### src/design/tqs_pkg.sv
// Package for the tone queue sequencer: field widths, action codes,
// register map and the period adjustment shared by the block and its channel interfaces.
// No dependencies.
`default_nettype none

package tqs_pkg;

   localparam int ACTION_W = 3;
   localparam int PERIOD_W = 16;
   localparam int LENGTH_W = 16;
   localparam int SLEN_W = 8;
   localparam int PEND_W = 5;
   localparam int REPEAT_W = 16;

   localparam int MUSIC_DEPTH_DEF = 32;
   localparam int SOUND_DEPTH_DEF = 32;

   typedef logic [ACTION_W-1:0] action_type;
   typedef logic [PERIOD_W-1:0] period_type;
   typedef logic [LENGTH_W-1:0] length_type;

   localparam action_type ACT_TICK = 3'd0;
   localparam action_type ACT_PUSH = 3'd1;
   localparam action_type ACT_CLEAR = 3'd2;
   localparam action_type ACT_ENTRY = 3'd3;
   localparam action_type ACT_STOP = 3'd4;

   localparam period_type SILENT_PERIOD = 16'hFFFF;

   // register file: one 32-bit register per word
   localparam int CSR_ADDR_W = 3;
   localparam int CSR_DATA_W = 32;
   localparam int CSR_IDX_W = CSR_ADDR_W - 2;
   localparam logic [CSR_IDX_W-1:0] REG_GRAPHIC_MODE = 1'd0;

   // Scale by 15/16 in graphic mode, then store minus one (a rest becomes silent).
   function automatic period_type adjust_period(input period_type p, input logic graphic);
      logic [PERIOD_W:0] biased;
      period_type scaled;
      biased = {1'b0, p} + (PERIOD_W+1)'(7);
      scaled = graphic ? p - PERIOD_W'(biased >> 4) : p;
      return scaled - 1'b1;
   endfunction

endpackage

`default_nettype wire

### src/design/tqs_if.sv
// Handshake channels of the tone queue sequencer: command transactions in,
// status transactions out. Depends on tqs_pkg.
`default_nettype none

interface tqs_req_if import tqs_pkg::*; ();
   logic       valid;
   logic       ready;
   action_type action;
   period_type period;
   length_type length;

   modport source (output valid, output action, output period, output length, input ready);
   modport sink (input valid, input action, input period, input length, output ready);
endinterface

interface tqs_rsp_if import tqs_pkg::*; ();
   logic              valid;
   logic              ready;
   logic              tone_enable;
   period_type        tone_period;
   logic [PEND_W-1:0] music_pending;
   logic              sound_busy;
   logic              overflow;

   modport source (output valid, output tone_enable, output tone_period,
                   output music_pending, output sound_busy, output overflow, input ready);
   modport sink (input valid, input tone_enable, input tone_period,
                 input music_pending, input sound_busy, input overflow, output ready);
endinterface

`default_nettype wire

### src/design/tone_queue_sequencer.sv
// Tone queue sequencer top level: music ring, sound-effect list and tone timer state.
// Depends on tqs_pkg and the channel interfaces in tqs_if.sv.
//
//   channel   | direction | handshake          | payload
//   ----------+-----------+--------------------+--------------------------------------------
//   req_chan  | in        | valid / ready      | action, period, length
//   rsp_chan  | out       | valid / ready      | tone_enable, tone_period, music_pending,
//             |           |                    | sound_busy, overflow
//   APB       | in        | psel/penable/pready| graphic_mode at byte address 0
//
// One transaction per clock sustained while rsp_chan is ready; input register, then status register.
// Every command is at most one write and one read per store plus counter updates.
// Store reads use the next-state head pointers, so the entry under each head is already
// registered when the following command arrives; same-cycle writes are forwarded.
// Synchronous reset clears pointers, counters and the tone; the stores need no clearing pass.
// A stalled status transaction holds all state; the input register still takes one more command.
`default_nettype none

module tone_queue_sequencer import tqs_pkg::*; #(
   parameter int MUSIC_DEPTH = MUSIC_DEPTH_DEF,
   parameter int SOUND_DEPTH = SOUND_DEPTH_DEF
) (
   input  wire logic                  clock,
   input  wire logic                  reset,
   tqs_req_if.sink                    req_chan,
   tqs_rsp_if.source                  rsp_chan,
   input  wire logic                  psel,
   input  wire logic                  penable,
   input  wire logic                  pwrite,
   input  wire logic [CSR_ADDR_W-1:0] paddr,
   input  wire logic [CSR_DATA_W-1:0] pwdata,
   output logic      [CSR_DATA_W-1:0] prdata,
   output logic                       pready
);

   localparam int MIW = $clog2(MUSIC_DEPTH);
   localparam int SIW = $clog2(SOUND_DEPTH);
   localparam int SW = $clog2(SOUND_DEPTH + 1);
   localparam logic [MIW-1:0] MUSIC_LAST = MIW'(MUSIC_DEPTH - 1);
   localparam logic [SIW-1:0] SOUND_LAST = SIW'(SOUND_DEPTH - 1);
   localparam logic [SW-1:0] SOUND_FULL = SW'(SOUND_DEPTH);

   function automatic logic [MIW-1:0] music_inc(input logic [MIW-1:0] v);
      return (v == MUSIC_LAST) ? '0 : v + 1'b1;
   endfunction

   // ---------------------------------------------------------------- register port
   logic                 graphic_mode_ff;
   logic                 graphic_mode_in;
   logic [CSR_IDX_W-1:0] csr_index;

   assign csr_index = paddr[CSR_ADDR_W-1:2];
   assign pready = 1'b1;
   assign prdata = (csr_index == REG_GRAPHIC_MODE) ? {(CSR_DATA_W-1)'(0), graphic_mode_ff} : '0;
   assign graphic_mode_in = (psel && penable && pwrite && csr_index == REG_GRAPHIC_MODE)
                            ? pwdata[0] : graphic_mode_ff;

   // ---------------------------------------------------------------- pipeline control
   logic       in_valid_ff;
   action_type in_action_ff;
   period_type in_period_ff;
   length_type in_length_ff;
   logic       out_valid_ff;
   logic       out_ovf_ff;
   logic       advance;

   // move the held command into the status register when that register is empty or being taken
   assign advance = in_valid_ff && (!out_valid_ff || rsp_chan.ready);
   assign req_chan.ready = !in_valid_ff || advance;

   // ---------------------------------------------------------------- state
   logic [MIW-1:0]      music_head_ff, music_head_in;
   logic [MIW-1:0]      music_tail_ff, music_tail_in;
   logic [LENGTH_W-1:0] music_wait_ff, music_wait_in;
   logic [SW-1:0]       sound_head_ff, sound_head_in;
   logic [SW-1:0]       sound_end_ff, sound_end_in;
   logic [SW-1:0]       sound_fill_ff, sound_fill_in;
   logic [SLEN_W-1:0]   sound_wait_ff, sound_wait_in;
   logic [REPEAT_W-1:0] repeat_left_ff, repeat_left_in;
   logic                tone_on_ff, tone_on_in;
   period_type          tone_value_ff, tone_value_in;
   logic                ovf_in;

   // registered store entries under and after the heads, plus a copy of sound entry 0's length
   period_type        mp_cur_ff;
   length_type        ml_next_ff;
   period_type        sp_cur_ff;
   logic [SLEN_W-1:0] sl_next_ff;
   logic [SLEN_W-1:0] sl0_ff;

   logic              music_busy;
   logic              sound_busy;
   logic              music_full;
   logic [SW-1:0]     snd_next;
   period_type        adj_period;
   logic              music_we;
   logic              sound_we;

   assign music_busy = music_head_ff != music_tail_ff;
   assign sound_busy = sound_head_ff != sound_end_ff;
   assign music_full = music_inc(music_tail_ff) == music_head_ff;
   assign snd_next = sound_head_ff + 1'b1;
   assign adj_period = adjust_period(in_period_ff, graphic_mode_ff);

   always_comb begin
      music_head_in = music_head_ff;
      music_tail_in = music_tail_ff;
      music_wait_in = music_wait_ff;
      sound_head_in = sound_head_ff;
      sound_end_in = sound_end_ff;
      sound_fill_in = sound_fill_ff;
      sound_wait_in = sound_wait_ff;
      repeat_left_in = repeat_left_ff;
      tone_on_in = tone_on_ff;
      tone_value_in = tone_value_ff;
      ovf_in = 1'b0;
      music_we = 1'b0;
      sound_we = 1'b0;
      if (advance) begin
         case (in_action_ff)
            ACT_TICK: begin
               if (sound_busy) begin
                  // sound owns the tone; a silent period switches it off
                  if (sp_cur_ff != SILENT_PERIOD) begin
                     tone_on_in = 1'b1;
                     tone_value_in = sp_cur_ff;
                  end else begin
                     tone_on_in = 1'b0;
                  end
                  if (sound_wait_ff <= SLEN_W'(1)) begin
                     if (snd_next == sound_end_ff || snd_next >= SOUND_FULL) begin
                        sound_head_in = '0;
                        if (repeat_left_ff > REPEAT_W'(1)) begin
                           repeat_left_in = repeat_left_ff - 1'b1;
                           sound_wait_in = sl0_ff;
                        end else begin
                           sound_end_in = '0;
                           repeat_left_in = '0;
                           sound_wait_in = '0;
                        end
                     end else begin
                        sound_head_in = snd_next;
                        sound_wait_in = sl_next_ff;
                     end
                  end else begin
                     sound_wait_in = sound_wait_ff - 1'b1;
                  end
               end else if (music_busy) begin
                  if (mp_cur_ff != SILENT_PERIOD) begin
                     tone_on_in = 1'b1;
                     tone_value_in = mp_cur_ff;
                  end else begin
                     tone_on_in = 1'b0;
                  end
               end else begin
                  tone_on_in = 1'b0;
               end
               // music advances on every tick, heard or not
               if (music_busy) begin
                  if (music_wait_ff <= LENGTH_W'(1)) begin
                     music_head_in = music_inc(music_head_ff);
                     music_wait_in = (music_head_in == music_tail_ff) ? '0 : ml_next_ff;
                  end else begin
                     music_wait_in = music_wait_ff - 1'b1;
                  end
               end
            end
            ACT_PUSH: begin
               if (music_full) begin
                  ovf_in = 1'b1;
               end else begin
                  if (!music_busy) begin
                     music_wait_in = in_length_ff;
                  end
                  music_we = 1'b1;
                  music_tail_in = music_inc(music_tail_ff);
               end
            end
            ACT_CLEAR: begin
               sound_head_in = '0;
               sound_end_in = '0;
               sound_fill_in = '0;
               sound_wait_in = '0;
               repeat_left_in = '0;
            end
            ACT_ENTRY: begin
               if (in_length_ff != '0) begin
                  if (sound_fill_ff >= SOUND_FULL) begin
                     ovf_in = 1'b1;
                  end else begin
                     sound_we = 1'b1;
                     sound_fill_in = sound_fill_ff + 1'b1;
                  end
               end else begin
                  // commit: replay the filled list, period is the repeat count
                  sound_end_in = sound_fill_ff;
                  sound_head_in = '0;
                  repeat_left_in = in_period_ff;
                  sound_wait_in = (sound_fill_ff != '0) ? sl0_ff : '0;
               end
            end
            ACT_STOP: begin
               music_head_in = '0;
               music_tail_in = '0;
               music_wait_in = '0;
               sound_head_in = '0;
               sound_end_in = '0;
               sound_fill_in = '0;
               sound_wait_in = '0;
               repeat_left_in = '0;
               tone_on_in = 1'b0;
            end
            default: begin
            end
         endcase
      end
   end

   // ---------------------------------------------------------------- stores
   period_type        music_period_mem [MUSIC_DEPTH];
   length_type        music_length_mem [MUSIC_DEPTH];
   period_type        sound_period_mem [SOUND_DEPTH];
   logic [SLEN_W-1:0] sound_length_mem [SOUND_DEPTH];

   logic [MIW-1:0] music_rd_cur;
   logic [MIW-1:0] music_rd_next;
   logic [SIW-1:0] sound_rd_cur;
   logic [SIW-1:0] sound_rd_next;
   logic [SIW-1:0] sound_wr_addr;

   assign music_rd_cur = music_head_in;
   assign music_rd_next = music_inc(music_head_in);
   assign sound_rd_cur = sound_head_in[SIW-1:0];
   assign sound_rd_next = (sound_rd_cur == SOUND_LAST) ? '0 : sound_rd_cur + 1'b1;
   assign sound_wr_addr = sound_fill_ff[SIW-1:0];

   always_ff @(posedge clock) begin
      if (music_we) begin
         music_period_mem[music_tail_ff] <= adj_period;
         music_length_mem[music_tail_ff] <= in_length_ff;
      end
      if (sound_we) begin
         sound_period_mem[sound_wr_addr] <= adj_period;
         sound_length_mem[sound_wr_addr] <= in_length_ff[SLEN_W-1:0];
      end
   end

   // read at the next-state pointers; forward a write to the same entry
   always_ff @(posedge clock) begin
      mp_cur_ff <= (music_we && music_tail_ff == music_rd_cur)
                   ? adj_period : music_period_mem[music_rd_cur];
      ml_next_ff <= (music_we && music_tail_ff == music_rd_next)
                    ? in_length_ff : music_length_mem[music_rd_next];
      sp_cur_ff <= (sound_we && sound_wr_addr == sound_rd_cur)
                   ? adj_period : sound_period_mem[sound_rd_cur];
      sl_next_ff <= (sound_we && sound_wr_addr == sound_rd_next)
                    ? in_length_ff[SLEN_W-1:0] : sound_length_mem[sound_rd_next];
      if (sound_we && sound_fill_ff == '0) begin
         sl0_ff <= in_length_ff[SLEN_W-1:0];
      end
   end

   // ---------------------------------------------------------------- registers
   always_ff @(posedge clock) begin
      if (reset) begin
         graphic_mode_ff <= 1'b0;
         in_valid_ff <= 1'b0;
         out_valid_ff <= 1'b0;
         out_ovf_ff <= 1'b0;
         music_head_ff <= '0;
         music_tail_ff <= '0;
         music_wait_ff <= '0;
         sound_head_ff <= '0;
         sound_end_ff <= '0;
         sound_fill_ff <= '0;
         sound_wait_ff <= '0;
         repeat_left_ff <= '0;
         tone_on_ff <= 1'b0;
         tone_value_ff <= '0;
      end else begin
         graphic_mode_ff <= graphic_mode_in;
         if (req_chan.valid && req_chan.ready) begin
            in_valid_ff <= 1'b1;
         end else if (advance) begin
            in_valid_ff <= 1'b0;
         end
         if (advance) begin
            out_valid_ff <= 1'b1;
            out_ovf_ff <= ovf_in;
         end else if (rsp_chan.ready) begin
            out_valid_ff <= 1'b0;
         end
         music_head_ff <= music_head_in;
         music_tail_ff <= music_tail_in;
         music_wait_ff <= music_wait_in;
         sound_head_ff <= sound_head_in;
         sound_end_ff <= sound_end_in;
         sound_fill_ff <= sound_fill_in;
         sound_wait_ff <= sound_wait_in;
         repeat_left_ff <= repeat_left_in;
         tone_on_ff <= tone_on_in;
         tone_value_ff <= tone_value_in;
      end
   end

   // hold the command payload until it moves on
   always_ff @(posedge clock) begin
      if (req_chan.valid && req_chan.ready) begin
         in_action_ff <= req_chan.action;
         in_period_ff <= req_chan.period;
         in_length_ff <= req_chan.length;
      end
   end

   // ---------------------------------------------------------------- status transaction
   logic [MIW:0]   pend_full;
   logic [MIW+5:0] pend_wide;

   assign pend_full = (music_tail_ff >= music_head_ff)
                      ? {1'b0, music_tail_ff} - {1'b0, music_head_ff}
                      : {1'b0, music_tail_ff} + (MIW+1)'(MUSIC_DEPTH) - {1'b0, music_head_ff};
   assign pend_wide = {5'b0, pend_full};

   assign rsp_chan.valid = out_valid_ff;
   assign rsp_chan.tone_enable = tone_on_ff;
   assign rsp_chan.tone_period = tone_value_ff;
   assign rsp_chan.music_pending = pend_wide[PEND_W-1:0];
   assign rsp_chan.sound_busy = sound_busy;
   assign rsp_chan.overflow = out_ovf_ff;

   // ---------------------------------------------------------------- checks
   a_sound_order: assert property (@(posedge clock) disable iff (reset)
      sound_busy |-> (sound_head_ff < sound_end_ff && sound_end_ff <= sound_fill_ff))
      else $error("sound pointers out of order");

   a_stop_clears: assert property (@(posedge clock) disable iff (reset)
      (advance && in_action_ff == ACT_STOP) |=>
         (music_head_ff == '0 && music_tail_ff == '0 && !tone_on_ff && !sound_busy))
      else $error("stop left queue or tone active");

   a_full_drop: assert property (@(posedge clock) disable iff (reset)
      (advance && in_action_ff == ACT_PUSH && music_full) |=>
         (out_ovf_ff && music_tail_ff == $past(music_tail_ff)))
      else $error("push into full ring was not dropped");

   a_state_hold: assert property (@(posedge clock) disable iff (reset)
      !advance |=> ($stable(music_head_ff) && $stable(sound_head_ff) && $stable(tone_value_ff)))
      else $error("state moved without a command");

endmodule

`default_nettype wire
### src/flat_wrapper.sv
// flat-port wrapper written by rule: the top's interface ports become plain ports
module tone_queue_sequencer_flat import tqs_pkg::*;
#(
   parameter int MUSIC_DEPTH = MUSIC_DEPTH_DEF,
   parameter int SOUND_DEPTH = SOUND_DEPTH_DEF
)
  (clock, reset, psel, penable, pwrite, paddr, pwdata, prdata, pready, req_chan_valid, req_chan_action, req_chan_period, req_chan_length, req_chan_ready, rsp_chan_valid, rsp_chan_tone_enable, rsp_chan_tone_period, rsp_chan_music_pending, rsp_chan_sound_busy, rsp_chan_overflow, rsp_chan_ready);
  tqs_req_if req_chan_i ();
  tqs_rsp_if rsp_chan_i ();
  input  wire logic clock;
  input  wire logic reset;
  input  wire logic psel;
  input  wire logic penable;
  input  wire logic pwrite;
  input  wire logic [CSR_ADDR_W-1:0] paddr;
  input  wire logic [CSR_DATA_W-1:0] pwdata;
  output logic      [CSR_DATA_W-1:0] prdata;
  output logic pready;
  input wire logic [$bits(req_chan_i.valid)-1:0] req_chan_valid;
  input wire logic [$bits(req_chan_i.action)-1:0] req_chan_action;
  input wire logic [$bits(req_chan_i.period)-1:0] req_chan_period;
  input wire logic [$bits(req_chan_i.length)-1:0] req_chan_length;
  output wire logic [$bits(req_chan_i.ready)-1:0] req_chan_ready;
  output wire logic [$bits(rsp_chan_i.valid)-1:0] rsp_chan_valid;
  output wire logic [$bits(rsp_chan_i.tone_enable)-1:0] rsp_chan_tone_enable;
  output wire logic [$bits(rsp_chan_i.tone_period)-1:0] rsp_chan_tone_period;
  output wire logic [$bits(rsp_chan_i.music_pending)-1:0] rsp_chan_music_pending;
  output wire logic [$bits(rsp_chan_i.sound_busy)-1:0] rsp_chan_sound_busy;
  output wire logic [$bits(rsp_chan_i.overflow)-1:0] rsp_chan_overflow;
  input wire logic [$bits(rsp_chan_i.ready)-1:0] rsp_chan_ready;
  assign req_chan_i.valid = req_chan_valid;
  assign req_chan_i.action = req_chan_action;
  assign req_chan_i.period = req_chan_period;
  assign req_chan_i.length = req_chan_length;
  assign req_chan_ready = req_chan_i.ready;
  assign rsp_chan_valid = rsp_chan_i.valid;
  assign rsp_chan_tone_enable = rsp_chan_i.tone_enable;
  assign rsp_chan_tone_period = rsp_chan_i.tone_period;
  assign rsp_chan_music_pending = rsp_chan_i.music_pending;
  assign rsp_chan_sound_busy = rsp_chan_i.sound_busy;
  assign rsp_chan_overflow = rsp_chan_i.overflow;
  assign rsp_chan_i.ready = rsp_chan_ready;
  tone_queue_sequencer #(.MUSIC_DEPTH(MUSIC_DEPTH), .SOUND_DEPTH(SOUND_DEPTH)) u_core (.clock(clock), .reset(reset), .req_chan(req_chan_i), .rsp_chan(rsp_chan_i), .psel(psel), .penable(penable), .pwrite(pwrite), .paddr(paddr), .pwdata(pwdata), .prdata(prdata), .pready(pready));
endmodule
### config.mk
export PLATFORM = sky130hd
export DESIGN_NAME = tone_queue_sequencer_flat
export DESIGN_NICKNAME = d
export VERILOG_FILES = /design/src/design/tqs_pkg.sv /design/src/design/tqs_if.sv /design/src/design/tone_queue_sequencer.sv /design/src/flat_wrapper.sv
export SDC_FILE = /design/constraint.sdc
export NUM_CORES = 2
export LEC_CHECK = 0
export BUFFER_PORTS_ARGS = -buffer_cell sky130_fd_sc_hd__buf_2
export CELL_PAD_IN_SITES_DETAIL_PLACEMENT = 1
export CELL_PAD_IN_SITES_GLOBAL_PLACEMENT = 2
export CORE_MARGIN = 2
export CORE_UTILIZATION = 50
export CTS_BUF_LIST = sky130_fd_sc_hd__clkbuf_2
export DETAILED_ROUTE_END_ITERATION = 6
export GPL_TIMING_DRIVEN = 0
export MAX_ROUTING_LAYER = met4
export PLACE_DENSITY_LB_ADDON = 0.1
export SLEW_MARGIN = 20
export SYNTH_ARGS = -nofsm -noshare
export SYNTH_HDL_FRONTEND = slang
export SYNTH_SLANG_ARGS = --single-unit
### constraint.sdc
create_clock -name clock -period 13.7 [get_ports clock]
set_input_delay 1.37 -clock clock [delete_from_list [all_inputs] [get_ports clock]]
set_output_delay 1.37 -clock clock [all_outputs]
set_load 0.01 [all_outputs]
After elaboration in Yosys (flattened, before gate mapping)
Memory sizes are Yosys's and may differ from the RTL's. A register that Yosys moved wholly into a read port is not among the register bits.
Index checks and enable logic that the tools add are counted.
- register bits: 132
- memory bits (writable): 1792
- bits of input ports: 77
- output and inout bits: 59
- word-level logic and storage cells: 180
- memories: 4
- $add $sub $neg: 15
- magnitude comparators: 6
- equal/unequal tests: 26
- muxes and demuxes: 75
- bitwise gates (word level): 1
- reduce and logical (&&, ||, !) cells: 34
- memory list (memory ; words ; bits a word ; rd ports ; clocked after memory_dff ; write ports ; RTL line ; RTL):
    u_core.music_length_mem ; 32 ; 16 ; 1 ; 1 ; 1 ; tone_queue_sequencer.sv:221 ; length_type music_length_mem [MUSIC_DEPTH];
    u_core.music_period_mem ; 32 ; 16 ; 1 ; 1 ; 1 ; tone_queue_sequencer.sv:220 ; period_type music_period_mem [MUSIC_DEPTH];
    u_core.sound_period_mem ; 32 ; 16 ; 1 ; 1 ; 1 ; tone_queue_sequencer.sv:222 ; period_type sound_period_mem [SOUND_DEPTH];
    u_core.sound_length_mem ; 32 ; 8 ; 1 ; 1 ; 1 ; tone_queue_sequencer.sv:223 ; logic [SLEN_W-1:0] sound_length_mem [SOUND_DEPTH];
- operator list (operator ; count):
    $mux 16 ; 15
    $pmux 16 s3 ; 2
    $mux 6 ; 11
    $mux 5 ; 10
    $mux 8 ; 6
    $sub 16x1->16 const B ; 3
    $pmux 6 s3 ; 2
    $ne 16x16->1 const B ; 2
    $add 5x1->5 const B ; 5
    $pmux 8 s3 ; 1
    $mux 1 ; 23
    $eq 5x5->1 const B ; 4
    $pmux 5 s2 ; 2
    $add 16x3->17 const B ; 1
    $gt 16x1->1 const B ; 1
    $le 16x1->1 const B ; 1
    $reduce_bool 16->1 ; 1
    $sub 16x13->16 ; 1
    $reduce_and 5->1 ; 3
    $reduce_bool 2->1 ; 7
    $add 6x1->6 const B ; 2
    $ge 6x6->1 const B ; 2
    $ne 2x2->1 const B ; 6
    $pmux 6 s2 ; 1
    27 further kinds ; 45

Longest topological paths before layout
- word-level depth: 10
- depth in mapped cells: 18
- gate-level depth less buffers: 18

Least setup slack after synthesis
Ideal clock, no wire load.
- path kind: register to register
- from: register u_core.graphic_mode_ff
- to: memory u_core.music_period_mem[0][12] (netlist name), data pin
- setup time: 0.568 ns
- arrival time: 6.249 ns
- data required time: 13.132 ns
- slack: 6.883 ns
- stages on the path, launching flop included: 9
- buffers on the path: 1
- period minus slack after synthesis: 6.817 ns
- cells stage by stage: dfxtp_1 > clkbuf_1 > o21ai_0 > ha_1 > nand2_1 > nor3_1 > and3_1 > nand3_1 > xnor2_1
- longest elaborated chain between the ends: 2
- RTL lines (what ; RTL line ; RTL):
    from (decl) ; tone_queue_sequencer.sv:48 ; logic graphic_mode_ff;
    from (signal assigned) ; tone_queue_sequencer.sv:281 ; graphic_mode_ff <= graphic_mode_in;
    $mux 16 ; tqs_pkg.sv:41 ; scaled = graphic ? p - PERIOD_W'(biased >> 4) : p;
    $sub 16x1->16 ; tqs_pkg.sv:42 ; return scaled - 1'b1;
    via u_core.adj_period[12] ; tone_queue_sequencer.sv:95 ; period_type adj_period;
    to (decl) ; tone_queue_sequencer.sv:220 ;
The timed path passes the listed nets, and every way through them passes these cells.

Final worst setup path
- from: register u_core.in_period_ff[1]
- to: memory u_core.sound_period_mem[16][15] (netlist name), data pin
- longest elaborated chain between the ends: 4
- RTL lines (what ; RTL line ; RTL):
    from (decl) ; tone_queue_sequencer.sv:61 ; period_type in_period_ff;
    from (signal assigned) ; tone_queue_sequencer.sv:310 ; in_period_ff <= req_chan.period;
    $add 16x3->17 ; tqs_pkg.sv:40 ; biased = {1'b0, p} + (PERIOD_W+1)'(7);
    $sub 16x13->16 ; tqs_pkg.sv:41 ;
    $mux 16 (*) ; tqs_pkg.sv:41 ;
    $sub 16x1->16 (*) ; tqs_pkg.sv:42 ;
    via u_core.adj_period[15] ; tone_queue_sequencer.sv:95 ;
    to (decl) ; tone_queue_sequencer.sv:222 ;
The timed path passes the listed nets; every way through them passes the cells marked *.

==> metrics.txt <==
status finished clean; Power Density 119 nW/um2; Bufs on Longest Clock Path 4; final setup fails 0; final period utilization 43.2%; GRT Resource Usage Total 29.5%; fillers between 10,000 and 15,000; Synth Register Bits 1,944; Worst-Skew Late Latency roughly 1.9 ns; Initial DRT Pass Iterations 5; final setup skew between 0.2 and 0.3 ns; Synth-to-Final Area Change 15.4%; sequential cell area fraction in the yosys report between 70% and 80%; Mapped Area 77,900 um2; DP HPWL 153,000 um; crit end category register; Syn Inst Count 4,022; Yosys warnings 0; Clock Pin Slew Worst Setup and Hold Paths 0.10 ns; critical path fanouts, max 33; RR Endpoint u_core.sound_period_mem[16][15]$_DFFE_PP_; H-tree depth 5; hold_ws 0.237 ns; measured slew at the worst slew-check pin 1.18 ns; DRT iter0 DRCs 4,323; Worst EP required 15.13 ns; Mean Syn Cell Area 19.4 um2; CTS tree done; drt via density 6.02; die area 159,000 um2; post-synth top area cell edfxtp_1; R2R depth 17; worst min-delay path category in2reg; LEAKAGE 0.0293 uW; Synth area leaders edfxtp_1 (71%), mux4_2 (13%), dfxtp_1 (2.8%), mux2i_1 (2.4%), nor2_1 (1.1%); max_cap viols 0; Yosys top cell area share 70.7%; DIE HEIGHT 399 um; WS Path Type reg2reg; Total Routed Length 225,000 um; most frequent cell after synthesis edfxtp_1; Rows about 140; largest net degree at the start of global routing 65; input/output buffers 69; number of global-route vias before repair between 40,000 and 50,000; post-layout min period 5.92 ns; total CTS buffers 484; Max-slew headroom a little over a fifth; initial core utilization 50.5%; layout cells sized above 1 32.4%; Final ANT Viol Nets 0; top cells by count, synth edfxtp_1 (1,835), mux4_2 (452), nor2_1 (223); I/O pin count 136; root buffer cell clkbuf_2; setup TNS 0 ns; reg2reg setup slack 7.78 ns; Crit. Startpoint u_core.in_period_ff[1]$_DFFE_PP_; Synth cell types 88; RSZ-0062 raised after global routing no; Post-synth EDFFs 1,835; Startpoint Class register; core area 154,000 um2; post_cts resized 0; Vias roughly 44,000; first-pass GRT wire length 322,000 um; top_reg_cell synth edfxtp_1; VDD IR max 99.0 uV; CP Capture Point u_core.sound_period_mem[16][15]$_DFFE_PP_; Final nets about 5,000; Remaining DRCs 0; GPL Wtd Cong around 0.83; wire per inst 31.2 um; R2R Path Start u_core.in_period_ff[1]$_DFFE_PP_; CP arrival 7.35 ns; Post-CTS Setup Repair Bufs 0; Final Hold Vio Count 0; fraction of registers with async set/reset 0%; Placed Cells 6,341; Slew Limit Fails 0; Num Clock Sinks 1,944; non-filler instance count after layout 7,227; gr ovfl total 0; DIE WIDTH 399 um; maximum clock rate 0.169 GHz; initial antenna violation count 7
[area by class of cell]
| type | count | area [um2] | share of cell area, % |
|---|---|---|---|
| plain buffers | 237 | 1190 | 1.32 |
| clock buffers | 711 | 3560 | 3.96 |
| diodes | 6 | 15.0 | 0.0167 |
| inverters | 45 | 169 | 0.188 |
| flip-flops and latches | 1944 | 57300 | 63.7 |
| multi-input cells | 1826 | 20100 | 22.3 |
| well taps | 2044 | 2560 | 2.85 |
| repair buffers | 293 | 4550 | 5.06 |
| clock inverters | 121 | 504 | 0.561 |
[state kept, by name, indices dropped and copies added, names as in the netlist, 3 cells and up, named ones only]
| register | count |
|---|---|
| u_core.in_period_ff | 16 |
| u_core.sound_head_ff | 6 |
| u_core.music_period_mem | 512 |
| u_core.sound_wait_ff | 8 |
| u_core.music_head_ff | 5 |
| u_core.sound_end_ff | 6 |
| u_core.music_length_mem | 512 |
| u_core.rsp_chan.tone_period | 16 |
| u_core.repeat_left_ff | 16 |
| u_core.in_action_ff | 3 |
| u_core.music_wait_ff | 16 |
| u_core.sl0_ff | 8 |
| u_core.music_tail_ff | 5 |
| u_core.sound_length_mem | 256 |
| u_core.sound_period_mem | 512 |
| u_core.sound_fill_ff | 6 |
| u_core.in_length_ff | 16 |
[worst min-delay path by stage]
stage,depth (start not counted),endpoint,startpoint,slack (ns)
6_report,2,u_core.in_length_ff[8]$_DFFE_PP_,req_chan_length[8],0.24
4_1_cts,2,u_core.in_length_ff[9]$_DFFE_PP_,req_chan_length[9],0.004
5_1_grt,2,u_core.in_length_ff[6]$_DFFE_PP_,req_chan_length[6],0.06
3_3_place_gp,2,u_core.sound_end_ff[0]$_SDFFE_PP0P_,u_core.sound_end_ff[0]$_SDFFE_PP0P_,0.47
2_1_floorplan,2,u_core.repeat_left_ff[8]$_SDFFE_PP0P_,u_core.repeat_left_ff[8]$_SDFFE_PP0P_,0.46
3_5_place_dp,2,u_core.sound_end_ff[0]$_SDFFE_PP0P_,u_core.sound_end_ff[0]$_SDFFE_PP0P_,0.49
[worst max-delay path, cell delays in order, from the launching register on]
cell and delay (ns):
edfxtp_1 0.49, or3_1 0.44, and4_1 0.27, nand3_1 0.14, nor2_1 0.10, xnor2_1 0.14
ha_1 0.36, and3_1 0.22, o21ai_1 0.21, a211oi_1 0.13, nor3b_1 0.50, o211ai_1 0.26
or4b_1 0.56, clkbuf_1 0.24, nor4b_2 0.53, a311o_1 0.31, nand3_4 0.40, buf_12 0.37
[what timing repair did]
action                                  4_1_cts  5_1_grt
hold buffers                                 42        0
endpoints found under the setup margin        0        0
hold endpoints to repair                     44        0
[power breakdown]
| group | total (uW) | internal (uW) | switching [uW] |
|---|---|---|---|
| Combinational | 458 | 159 | 299 |
| Clock | 3700 | 1390 | 2310 |
| Sequential | 6560 | 6540 | 28.2 |
| Total | 10700 | 8090 | 2640 |
[placed cells by master (no fill, tap or decap), types with 16 or more instances in the layout]
| cell | synthesis | routed |
|---|---|---|
| a211oi_1 | 30 | 30 |
| a21oi_1 | 46 | 46 |
| a22oi_1 | 87 | 87 |
| buf_1 | 32 | 24 |
| buf_12 | 0 | 60 |
| buf_16 | 0 | 68 |
| buf_2 | 48 | 123 |
| buf_4 | 53 | 53 |
| buf_6 | 4 | 28 |
| buf_8 | 0 | 29 |
| clkbuf_1 | 100 | 99 |
| clkbuf_2 | 0 | 715 |
| clkinv_1 | 3 | 100 |
| conb_1 | 2 | 32 |
| dfxtp_1 | 109 | 109 |
| dlygate4sd3_1 | 0 | 42 |
| edfxtp_1 | 1835 | 1835 |
| ha_1 | 40 | 40 |
| inv_1 | 41 | 40 |
| mux2i_1 | 188 | 188 |
| mux4_2 | 452 | 452 |
| nand2_1 | 118 | 118 |
| nand3_1 | 75 | 74 |
| nand4_1 | 16 | 16 |
| nor2_1 | 223 | 158 |
| nor2_4 | 0 | 64 |
| nor2b_1 | 48 | 48 |
| nor3_1 | 47 | 46 |
| nor4_1 | 17 | 17 |
| o21ai_0 | 44 | 43 |
| o22ai_1 | 27 | 27 |
| xnor2_1 | 53 | 45 |
| xor2_1 | 30 | 26 |
[cells by family after synthesis]
family                   share of synthesized area, %
buffers and inverters                            1.73
adder cells (fa/ha/maj)                         0.694
multiplexers                                     15.8
AO/OA/AOI/OAI                                    3.23
XOR/XNOR                                        0.933
other                                         0.00964
flip-flops                                       73.5
AND/OR/NAND/NOR                                  4.08
[metrics by stage]
stage	total power [uW]	util, %	setup WS (ns)	cell area (um2)
final	10700	58.2	7.78	89900
after global placement	7090	52.4	0.219	80900
after floorplan	6930	-	6.88	78000
after global routing	11100	58.2	7.46	89900
after detailed placement	7140	55.2	7.75	85300
after CTS	10800	58.1	7.50	89700
[per-layer routing]
metal	vias up	global-route usage, %	part of all wire, %
met5	-	-	0
met4	0	8.30	2.3
met3	315	5.37	6.6
met2	1714	48.1	51
met1	23200	38.4	40
li1	18300	-	-
No activity file was read; power rests on OpenSTA's default activity.
